File: src/design/sel_pkg.sv
// Shared types and constants for the strobe envelope light controller.
// Used by the controller, the datapath, the divider lanes and the top level.
package sel_pkg;

  localparam int unsigned TIME_WIDTH_DEF = 32;
  localparam int unsigned NOW_W          = 32;
  localparam int unsigned COLOR_W        = 8;
  localparam int unsigned DUR_W          = 16;
  localparam int unsigned MODE_W         = 2;
  localparam int unsigned CFG_IDX_W      = 3;
  localparam int unsigned CFG_DATA_W     = 16;
  localparam int unsigned QUOT_W         = 8;
  localparam int unsigned NUM_W          = DUR_W + QUOT_W;
  localparam int unsigned STEP_W         = $clog2(QUOT_W);
  localparam int unsigned SPAN_SHIFT     = 5;

  localparam logic [MODE_W-1:0] MODE_IDLE   = 2'd0;
  localparam logic [MODE_W-1:0] MODE_STROBE = 2'd1;
  localparam logic [MODE_W-1:0] MODE_FEVER  = 2'd2;

  localparam logic [COLOR_W-1:0] RESET_COLOR  = 8'd255;
  localparam logic [DUR_W-1:0]   RESET_SDUR   = 16'd600;
  localparam logic [DUR_W-1:0]   RESET_FDUR   = 16'd1500;
  localparam logic [COLOR_W-1:0] SPEED_STROBE = 8'd1;
  localparam logic [NUM_W-1:0]   SPEED_TOP    = 24'd132;

  typedef enum logic [CFG_IDX_W-1:0] {
    REG_RED       = 3'd0,
    REG_GREEN     = 3'd1,
    REG_BLUE      = 3'd2,
    REG_DIMMER    = 3'd3,
    REG_STROBE_DUR = 3'd4,
    REG_FEVER_DUR = 3'd5
  } cfg_reg_e;

  typedef struct packed {
    logic accept;
    logic xfer;
    logic clamp;
    logic load;
    logic step;
    logic out_load;
  } sel_cmd_t;

  typedef struct packed {
    logic out_free;
  } sel_status_t;

endpackage

File: src/design/sel_div_lane.sv
// One restoring divider lane: one quotient bit per step, 8-bit quotient.
// Depends on sel_pkg; the shifted divisor is supplied by the datapath.
module sel_div_lane (
  input  logic                        clk_i,
  input  logic                        load_i,
  input  logic                        step_i,
  input  logic [sel_pkg::NUM_W-1:0]   num_i,
  input  logic [sel_pkg::NUM_W-1:0]   divisor_i,
  output logic [sel_pkg::QUOT_W-1:0]  quot_o
);
  import sel_pkg::*;

  logic [NUM_W-1:0]  rem_q;
  logic [QUOT_W-1:0] quot_q;
  logic              fits;

  assign fits   = rem_q >= divisor_i;
  assign quot_o = quot_q;

  always_ff @(posedge clk_i) begin
    if (load_i) begin
      rem_q  <= num_i;
      quot_q <= '0;
    end else if (step_i) begin
      if (fits) begin
        rem_q <= rem_q - divisor_i;
      end
      quot_q <= {quot_q[QUOT_W-2:0], fits};
    end
  end

endmodule

File: src/design/sel_ctrl.sv
// Sequencer for the light controller: steps one item through mode update,
// clamp, numerator load, eight divide steps and the output register.
// Depends on sel_pkg for the command and status structs.
module sel_ctrl (
  input  logic                  clk_i,
  input  logic                  rst_ni,
  input  logic                  in_valid_i,
  output logic                  in_ready_o,
  input  sel_pkg::sel_status_t  status_i,
  output sel_pkg::sel_cmd_t     cmd_o
);
  import sel_pkg::*;

  localparam logic [2:0] S_IDLE  = 3'd0;
  localparam logic [2:0] S_XFER  = 3'd1;
  localparam logic [2:0] S_CLAMP = 3'd2;
  localparam logic [2:0] S_LOAD  = 3'd3;
  localparam logic [2:0] S_DIV   = 3'd4;
  localparam logic [2:0] S_OUT   = 3'd5;

  logic [2:0]        state_q, state_d;
  logic [STEP_W-1:0] cnt_q, cnt_d;

  assign in_ready_o = state_q == S_IDLE;

  always_comb begin
    state_d = state_q;
    cnt_d   = cnt_q;
    cmd_o   = '0;
    case (state_q)
      S_IDLE: begin
        if (in_valid_i) begin
          cmd_o.accept = 1'b1;
          state_d      = S_XFER;
        end
      end
      S_XFER: begin
        cmd_o.xfer = 1'b1;
        state_d    = S_CLAMP;
      end
      S_CLAMP: begin
        cmd_o.clamp = 1'b1;
        state_d     = S_LOAD;
      end
      S_LOAD: begin
        cmd_o.load = 1'b1;
        cnt_d      = STEP_W'(QUOT_W - 1);
        state_d    = S_DIV;
      end
      S_DIV: begin
        cmd_o.step = 1'b1;
        if (cnt_q == '0) begin
          state_d = S_OUT;
        end else begin
          cnt_d = cnt_q - 1'b1;
        end
      end
      S_OUT: begin
        // hold until the output register is free
        if (status_i.out_free) begin
          cmd_o.out_load = 1'b1;
          state_d        = S_IDLE;
        end
      end
      default: begin
        state_d = S_IDLE;
      end
    endcase
  end

  always_ff @(posedge clk_i or negedge rst_ni) begin
    if (!rst_ni) begin
      state_q <= S_IDLE;
      cnt_q   <= '0;
    end else begin
      state_q <= state_d;
      cnt_q   <= cnt_d;
    end
  end

endmodule

File: src/design/sel_datapath.sv
// Datapath: configuration registers, mode and start-time state, elapsed time
// clamp, numerators, three divider lanes and the output register.
// Depends on sel_pkg and sel_div_lane.
module sel_datapath #(
  parameter int unsigned TIME_WIDTH = sel_pkg::TIME_WIDTH_DEF
) (
  input  logic                            clk_i,
  input  logic                            rst_ni,
  input  logic                            cfg_we_i,
  input  logic [sel_pkg::CFG_IDX_W-1:0]   cfg_idx_i,
  input  logic [sel_pkg::CFG_DATA_W-1:0]  cfg_data_i,
  input  logic [sel_pkg::NOW_W-1:0]       now_ms_i,
  input  logic                            clap_seen_i,
  input  logic                            fever_seen_i,
  input  logic                            fever_stop_seen_i,
  input  sel_pkg::sel_cmd_t               cmd_i,
  output sel_pkg::sel_status_t            status_o,
  input  logic                            out_ready_i,
  output logic                            out_valid_o,
  output logic [sel_pkg::COLOR_W-1:0]     dimmer_level_o,
  output logic [sel_pkg::COLOR_W-1:0]     red_level_o,
  output logic [sel_pkg::COLOR_W-1:0]     green_level_o,
  output logic [sel_pkg::COLOR_W-1:0]     blue_level_o,
  output logic [sel_pkg::COLOR_W-1:0]     white_level_o,
  output logic [sel_pkg::COLOR_W-1:0]     strobe_speed_o,
  output logic [sel_pkg::MODE_W-1:0]      mode_after_o
);
  import sel_pkg::*;

  localparam int unsigned LANES_N = 3;

  // configuration
  logic [COLOR_W-1:0] red_q, green_q, blue_q, dim_q;
  logic [DUR_W-1:0]   sdur_q, fdur_q;
  logic [DUR_W-1:0]   ds, df;

  // item and state
  logic [TIME_WIDTH-1:0] now_q;
  logic                  clap_q, fev_q, stop_q;
  logic [MODE_W-1:0]     mode_q, mode_d;
  logic [TIME_WIDTH-1:0] sstart_q, sstart_d, fstart_q, fstart_d;
  logic [TIME_WIDTH-1:0] es_raw, ef_raw, e_d, e_q;
  logic                  s_restart, f_restart, fever_over;

  // clamp and divide
  logic [MODE_W-1:0]  kind_q;
  logic [DUR_W-1:0]   dur, ec, dur_q, ec_q, diff_q;
  logic               reached;
  logic [NUM_W-1:0]   divisor_q;
  logic [NUM_W-1:0]   spd_num;
  logic [NUM_W-1:0]   num [LANES_N];
  logic [QUOT_W-1:0]  quot [LANES_N];

  // output register
  logic               out_valid_q;
  logic [COLOR_W-1:0] dim_out_q, red_out_q, green_out_q, blue_out_q, spd_out_q;
  logic [MODE_W-1:0]  mode_out_q;

  assign ds = (sdur_q == '0) ? DUR_W'(1) : sdur_q;
  assign df = (fdur_q == '0) ? DUR_W'(1) : fdur_q;

  always_ff @(posedge clk_i or negedge rst_ni) begin
    if (!rst_ni) begin
      red_q   <= RESET_COLOR;
      green_q <= RESET_COLOR;
      blue_q  <= RESET_COLOR;
      dim_q   <= RESET_COLOR;
      sdur_q  <= RESET_SDUR;
      fdur_q  <= RESET_FDUR;
    end else if (cfg_we_i) begin
      case (cfg_idx_i)
        REG_RED:        red_q   <= cfg_data_i[COLOR_W-1:0];
        REG_GREEN:      green_q <= cfg_data_i[COLOR_W-1:0];
        REG_BLUE:       blue_q  <= cfg_data_i[COLOR_W-1:0];
        REG_DIMMER:     dim_q   <= cfg_data_i[COLOR_W-1:0];
        REG_STROBE_DUR: sdur_q  <= cfg_data_i[DUR_W-1:0];
        REG_FEVER_DUR:  fdur_q  <= cfg_data_i[DUR_W-1:0];
        default: begin
        end
      endcase
    end
  end

  always_ff @(posedge clk_i) begin
    if (cmd_i.accept) begin
      now_q  <= TIME_WIDTH'(now_ms_i);
      clap_q <= clap_seen_i;
      fev_q  <= fever_seen_i;
      stop_q <= fever_stop_seen_i;
    end
  end

  // mode transition, elapsed times wrap modulo 2^TIME_WIDTH
  assign es_raw     = now_q - sstart_q;
  assign ef_raw     = now_q - fstart_q;
  assign fever_over = ef_raw > TIME_WIDTH'(df);

  always_comb begin
    mode_d    = mode_q;
    sstart_d  = sstart_q;
    fstart_d  = fstart_q;
    s_restart = 1'b0;
    f_restart = 1'b0;
    case (mode_q)
      MODE_STROBE: begin
        if (fev_q) begin
          mode_d    = MODE_FEVER;
          f_restart = 1'b1;
        end else if (clap_q) begin
          s_restart = 1'b1;
        end
      end
      MODE_FEVER: begin
        // stop wins over a fever start in the same item
        if (stop_q || fever_over) begin
          mode_d = MODE_IDLE;
        end else if (fev_q) begin
          f_restart = 1'b1;
        end
      end
      default: begin
        mode_d = MODE_IDLE;
        if (fev_q) begin
          mode_d    = MODE_FEVER;
          f_restart = 1'b1;
        end else if (clap_q) begin
          mode_d    = MODE_STROBE;
          s_restart = 1'b1;
        end
      end
    endcase
    if (s_restart) begin
      sstart_d = now_q;
    end
    if (f_restart) begin
      fstart_d = now_q;
    end
    if (mode_d == MODE_FEVER) begin
      e_d = f_restart ? '0 : ef_raw;
    end else begin
      e_d = s_restart ? '0 : es_raw;
    end
  end

  // clamp elapsed time to the active duration
  assign dur     = (mode_q == MODE_FEVER) ? df : ds;
  assign reached = e_q >= TIME_WIDTH'(dur);
  assign ec      = reached ? dur : e_q[DUR_W-1:0];

  always_ff @(posedge clk_i or negedge rst_ni) begin
    if (!rst_ni) begin
      mode_q   <= MODE_IDLE;
      sstart_q <= '0;
      fstart_q <= '0;
    end else if (cmd_i.xfer) begin
      mode_q   <= mode_d;
      sstart_q <= sstart_d;
      fstart_q <= fstart_d;
    end else if (cmd_i.clamp && mode_q == MODE_STROBE && reached) begin
      // fade done: drop back to idle, this item still shows the strobe values
      mode_q <= MODE_IDLE;
    end
  end

  always_ff @(posedge clk_i) begin
    if (cmd_i.xfer) begin
      e_q <= e_d;
    end
    if (cmd_i.clamp) begin
      kind_q <= mode_q;
      dur_q  <= dur;
      ec_q   <= ec;
      diff_q <= dur - ec;
    end
    if (cmd_i.load) begin
      divisor_q <= NUM_W'(dur_q) << (QUOT_W - 1);
    end else if (cmd_i.step) begin
      divisor_q <= divisor_q >> 1;
    end
  end

  assign spd_num = NUM_W'(dur_q) * SPEED_TOP - (NUM_W'(ec_q) << SPAN_SHIFT);
  assign num[0]  = (kind_q == MODE_FEVER) ? spd_num : NUM_W'(red_q) * NUM_W'(diff_q);
  assign num[1]  = NUM_W'(green_q) * NUM_W'(diff_q);
  assign num[2]  = NUM_W'(blue_q) * NUM_W'(diff_q);

  for (genvar g = 0; g < LANES_N; g++) begin : g_lane
    sel_div_lane u_lane (
      .clk_i     (clk_i),
      .load_i    (cmd_i.load),
      .step_i    (cmd_i.step),
      .num_i     (num[g]),
      .divisor_i (divisor_q),
      .quot_o    (quot[g])
    );
  end

  assign status_o.out_free = !out_valid_q || out_ready_i;

  always_ff @(posedge clk_i or negedge rst_ni) begin
    if (!rst_ni) begin
      out_valid_q <= 1'b0;
    end else if (cmd_i.out_load) begin
      out_valid_q <= 1'b1;
    end else if (out_ready_i) begin
      out_valid_q <= 1'b0;
    end
  end

  always_ff @(posedge clk_i) begin
    if (cmd_i.out_load) begin
      mode_out_q <= mode_q;
      case (kind_q)
        MODE_STROBE: begin
          dim_out_q   <= dim_q;
          red_out_q   <= quot[0];
          green_out_q <= quot[1];
          blue_out_q  <= quot[2];
          spd_out_q   <= SPEED_STROBE;
        end
        MODE_FEVER: begin
          dim_out_q   <= dim_q;
          red_out_q   <= red_q;
          green_out_q <= green_q;
          blue_out_q  <= blue_q;
          spd_out_q   <= quot[0];
        end
        default: begin
          dim_out_q   <= '0;
          red_out_q   <= '0;
          green_out_q <= '0;
          blue_out_q  <= '0;
          spd_out_q   <= '0;
        end
      endcase
    end
  end

  assign out_valid_o    = out_valid_q;
  assign dimmer_level_o = dim_out_q;
  assign red_level_o    = red_out_q;
  assign green_level_o  = green_out_q;
  assign blue_level_o   = blue_out_q;
  assign white_level_o  = '0;
  assign strobe_speed_o = spd_out_q;
  assign mode_after_o   = mode_out_q;

endmodule

File: src/design/strobe_envelope_light_controller.sv
// Strobe envelope light controller, top level. Depends on sel_pkg, sel_ctrl, sel_datapath.
// From input accept to result valid, an item passes mode update, clamp, numerator
// load, 8 restoring divide steps and the output register, which waits until it is free.
// One item at a time: a new item is accepted only after the last one is loaded into the
// output register. The next item is accepted while a result still waits.
// Reset (rst_ni low, asynchronous): idle mode, start times 0, colors 255, durations 600/1500.
module strobe_envelope_light_controller #(
  parameter int unsigned TIME_WIDTH = sel_pkg::TIME_WIDTH_DEF
) (
  input  logic                            clk_i,
  input  logic                            rst_ni,
  input  logic                            cfg_we_i,
  input  logic [sel_pkg::CFG_IDX_W-1:0]   cfg_idx_i,
  input  logic [sel_pkg::CFG_DATA_W-1:0]  cfg_data_i,
  input  logic                            in_valid_i,
  output logic                            in_ready_o,
  input  logic [sel_pkg::NOW_W-1:0]       now_ms_i,
  input  logic                            clap_seen_i,
  input  logic                            fever_seen_i,
  input  logic                            fever_stop_seen_i,
  output logic                            out_valid_o,
  input  logic                            out_ready_i,
  output logic [sel_pkg::COLOR_W-1:0]     dimmer_level_o,
  output logic [sel_pkg::COLOR_W-1:0]     red_level_o,
  output logic [sel_pkg::COLOR_W-1:0]     green_level_o,
  output logic [sel_pkg::COLOR_W-1:0]     blue_level_o,
  output logic [sel_pkg::COLOR_W-1:0]     white_level_o,
  output logic [sel_pkg::COLOR_W-1:0]     strobe_speed_o,
  output logic [sel_pkg::MODE_W-1:0]      mode_after_o
);
  import sel_pkg::*;

  sel_cmd_t    cmd;
  sel_status_t status;

  sel_ctrl u_ctrl (
    .clk_i      (clk_i),
    .rst_ni     (rst_ni),
    .in_valid_i (in_valid_i),
    .in_ready_o (in_ready_o),
    .status_i   (status),
    .cmd_o      (cmd)
  );

  sel_datapath #(
    .TIME_WIDTH (TIME_WIDTH)
  ) u_datapath (
    .clk_i             (clk_i),
    .rst_ni            (rst_ni),
    .cfg_we_i          (cfg_we_i),
    .cfg_idx_i         (cfg_idx_i),
    .cfg_data_i        (cfg_data_i),
    .now_ms_i          (now_ms_i),
    .clap_seen_i       (clap_seen_i),
    .fever_seen_i      (fever_seen_i),
    .fever_stop_seen_i (fever_stop_seen_i),
    .cmd_i             (cmd),
    .status_o          (status),
    .out_ready_i       (out_ready_i),
    .out_valid_o       (out_valid_o),
    .dimmer_level_o    (dimmer_level_o),
    .red_level_o       (red_level_o),
    .green_level_o     (green_level_o),
    .blue_level_o      (blue_level_o),
    .white_level_o     (white_level_o),
    .strobe_speed_o    (strobe_speed_o),
    .mode_after_o      (mode_after_o)
  );

endmodule

File: config.mk
export PLATFORM = sky130hd
export DESIGN_NAME = strobe_envelope_light_controller
export DESIGN_NICKNAME = d
export VERILOG_FILES = /design/src/design/sel_pkg.sv /design/src/design/sel_div_lane.sv /design/src/design/sel_ctrl.sv /design/src/design/sel_datapath.sv /design/src/design/strobe_envelope_light_controller.sv
export SDC_FILE = /design/constraint.sdc
export NUM_CORES = 2
export LEC_CHECK = 0
export ABC_AREA = 1
export ABC_CLOCK_PERIOD_IN_PS = 5500
export BUFFER_PORTS_ARGS = -buffer_cell sky130_fd_sc_hd__buf_2
export CAP_MARGIN = 25
export CORE_ASPECT_RATIO = 1.2
export CORE_UTILIZATION = 35
export DETAILED_ROUTE_END_ITERATION = 12
export PLACE_DENSITY = 0.55
export SLEW_MARGIN = 30
export SYNTH_ARGS = -nofsm -noshare
export SYNTH_HDL_FRONTEND = slang
export SYNTH_SLANG_ARGS = --single-unit
File: constraint.sdc
create_clock -name clk_i -period 5.5 [get_ports clk_i]
set_input_delay 1.1 -clock clk_i [delete_from_list [all_inputs] [get_ports clk_i]]
set_output_delay 1.1 -clock clk_i [all_outputs]
set_load 0.05 [all_outputs]
==> metrics.md <==
| Metric | Value |
|---|---|
| Unrepaired setup endpoints after global routing | no |
| Final WS setup | between 0.3 and 0.4 ns |
| CTS buffer count | 50 |
| Final Util | 0.395 |
| Cell chain of the critical path | nand2_1 -> fa_1 -> fa_1 -> inv_1 -> fa_1 -> inv_1 -> fa_1 -> inv_1 -> ha_1 -> a21o_1 -> a21boi_0 -> o21ai_0 -> a31oi_1 -> o21ai_0 -> a21oi_1 -> nand2_1 -> nand3_1 -> nand2_1 -> nand2_1 -> nand2_1 |
| Max cap viols | 0 |
| Number of I/O port buffers | 102 |
| GR Overflow Total | 0 |
| Synthesized area | a little under 40000 um2 |
| Number of hold violations in the final report | 0 |
| Gr usage total | 0.222 |
| Yosys reg bits | 415 |
| Io pins | 111 |
| Hold_ws | 0.423 ns |
| Worst slew margin | 0.445 |
| 1st-iter DRT viols | 1956 |
| # fillers | 11.9k |
| Worst slew pin tran | 0.823 ns |
| Routability congestion estimate | between 0.9 and 1 |
| Initial antenna violation count | 2 |
| Vias in the first global route | between 30k and 40k |
| CTS tree | built |
| Critical path required time | 5.93 ns |
| DP Worst Slack | 0.289 ns |
| Area delta synth->final | 12.1% |
| Root Driver | clkbuf_16 |
| Ys flop type | edfxtp_1 |
| Critical path type | flip-flop to flip-flop |
| H-tree depth | 2 |
| Crit path max-delay cell type | dfstp_4 |
| Largest net degree at the start of global routing | 80 |
| Initial Util | 0.352 |
| Setup tns final | 0 ns |
| Setup Skew | 0.0370 ns |
| Cts hold-fix bufs | 0 |
| Critical path endpoint category | flip-flop |
| Clock insertion delay at the later pin of the skew report | 0.67 ns |
| Layout cells sized above 1 | 0.0829 |
| Final antenna diode count | 0 |
| Number of synthesized flops with an enable pin | 247 |
| Final Max Slew Viols | 0 |
| Core Area | 113000 um2 |
| Tmin final | a little over 5 ns |
| First-pass GRT wire length | slightly below 200000 um |
| Die footprint | approximately 110000 um2 |
| Final period util | 0.943 |
| Class of the worst hold path | input pin to async pin |
| Vert. Die Dim | 371 um |
| Largest buffer count on any clock path | 3 |
| Reg2Reg Setup Slack | 0.32 ns |
| Fmax | 193 MHz |
| DRT Wirelength | ~130000 um |
| Row cnt | 135 |
| Initial DRT Pass Iterations | 5 |
| Post-synthesis cell count | roughly 5.2k |
| DRC | 0 |
| WL/cell | 18.4 um |
| Clock slew at reported path FFs | about 0.06 ns |
| Post-DP HPWL | about 100000 um |
| Post-Syn Area per Cell | 7.64 um2 |
| Endpoints failing setup | 0 |
| Worst setup SP type | flip-flop |
| Die Width | 310 um |
| Routed vias/inst | 4.90 |
| Status | finished, final reports clean |
| Share of flip-flops with an asynchronous set or reset | 0.330 |
| Clock Sinks | ~420 |
| DRT antenna net count | 0 |
| Vias | 33.7k |
| NumNets Final | approximately 6k |
| Synthesis Warnings | 0 |
| Crit path max fanout | 18 |
| Sequential element share of the synthesized area | 0.290 |
| CP Data Arrival Time | around 5.6 ns |
| Crit path largest cell delay | 0.75 ns |
| Most used cell along the critical path | nand2_1 |
| Synth unique cells | 59 |
## kinds of logic after synthesis
family          count (synthesis)  share of synthesized area
fa+ha+maj                     625                      0.246
buf+inv                      1239                      0.119
flops                         415                      0.290
compound gates                892                      0.122
other cells                     1                  0.0000943
simple gates                 1901                      0.194
mux                             4                    0.00104
xor+xnor                      128                     0.0282
## cells in the mapped netlist (all sizes together), types with 25 or more instances
cell    count  share of area
nor2      261          0.025
inv      1063           0.10
ha        365           0.11
xor2       77          0.017
nand2    1346           0.13
nand3     168          0.022
a21o       25         0.0047
xnor2      51          0.011
a21oi     394          0.050
o22ai      31         0.0049
nor3       40         0.0053
fa        260           0.13
clkbuf    149          0.014
o21ai     337          0.042
dfstp      43          0.028
dfxtp      31          0.016
edfxtp    247           0.19
or2        27         0.0042
dfrtp      94          0.059
## cell type report
type | instances | area [um2] | area share
inverters | 1066 | 4000 | 0.0898
well taps | 1507 | 1890 | 0.0423
clock inverters | 23 | 323 | 0.00725
clock buffers | 71 | 1540 | 0.0345
flip-flops and latches | 415 | 11500 | 0.259
repair buffers | 234 | 1700 | 0.0381
multi-input cells | 3558 | 23600 | 0.529
## critical path, delay by kind of cell, from the launching register on
family                     cells  cell delay [ns]
adders and majority gates      5             2.38
AOI/OAI and AO/OA              6             1.16
DFF                            1             0.75
and+or+nand+nor                6             0.50
buffers and inverters          3             0.15
## metrics by stage
stage          std cells  instance area [um2]
2_1_floorplan       5212                39800
3_3_place_gp        6777                42600
5_1_grt             6874                44500
3_5_place_dp        6778                42600
4_1_cts             6872                44500
6_report            6874                44500
## path summary, 6_finish.rpt
kind | from | end | cells past startpoint
max | u_datapath.red_q[2] | u_datapath.g_lane[0].u_lane.rem_q[20] | 20
min | rst_ni | u_datapath.sstart_q[24] | 1
max reg2reg | u_datapath.red_q[2] | u_datapath.g_lane[0].u_lane.rem_q[20] | 20
min reg2reg | u_datapath.g_lane[1].u_lane.quot_o[7] | u_datapath.g_lane[1].u_lane.quot_o[7] | 2
max in group asynchronous | rst_ni | u_datapath.blue_q[3] | 2
min in group clk_i | u_datapath.g_lane[1].u_lane.quot_o[7] | u_datapath.g_lane[1].u_lane.quot_o[7] | 2
## registers in the layout (all words and copies together) (netlist names), 16 cells and up
| name | count |
|---|---|
| u_datapath.diff_q | 16 |
| u_datapath.divisor_q | 23 |
| u_datapath.dur_q | 16 |
| u_datapath.e_q | 32 |
| u_datapath.ec_q | 16 |
| u_datapath.fdur_q | 16 |
| u_datapath.fstart_q | 32 |
| u_datapath.g_lane.u_lane.quot_o | 24 |
| u_datapath.g_lane.u_lane.rem_q | 72 |
| u_datapath.now_q | 32 |
| u_datapath.sdur_q | 16 |
| u_datapath.sstart_q | 32 |
## layout by cell type (no fill, tap or decap), drive strengths merged, types with 15 or more instances in the layout
cell,netlist,final
o21a,16,16
nor4,22,22
dfxtp,31,31
o22ai,31,31
dfrtp,94,94
o21ai,337,337
nor3,40,40
clkbuf,149,71
buf,24,234
a21o,25,25
clkinv,3,15
nand4,22,22
or2,27,27
a21oi,394,394
a31oi,23,23
edfxtp,247,247
inv,1063,1068
fa,260,260
xnor2,51,51
dfstp,43,43
nand3,168,168
nand2,1346,1346
ha,365,365
o21bai,18,18
nor2,261,261
o211ai,17,17
xor2,77,77
## per-layer routing
layer / global-route usage / vias to the layer above / part of all wire
met4: 0.134 / 0 / 0.066
met3: 0.0200 / 273 / 0.030
met1: 0.238 / 16030 / 0.38
li1: - / 16698 / -
met5: 0 / - / 0
met2: 0.419 / 713 / 0.52
## repair_timing
action                     4_1_cts  5_1_grt
setup endpoints to repair        0        7
gates resized for setup          0        7
setup buffers                    0        2
Power is left out: the tool's default activity adds up to more than one toggle a clock period on the data nets, which glitch-free logic cannot reach.
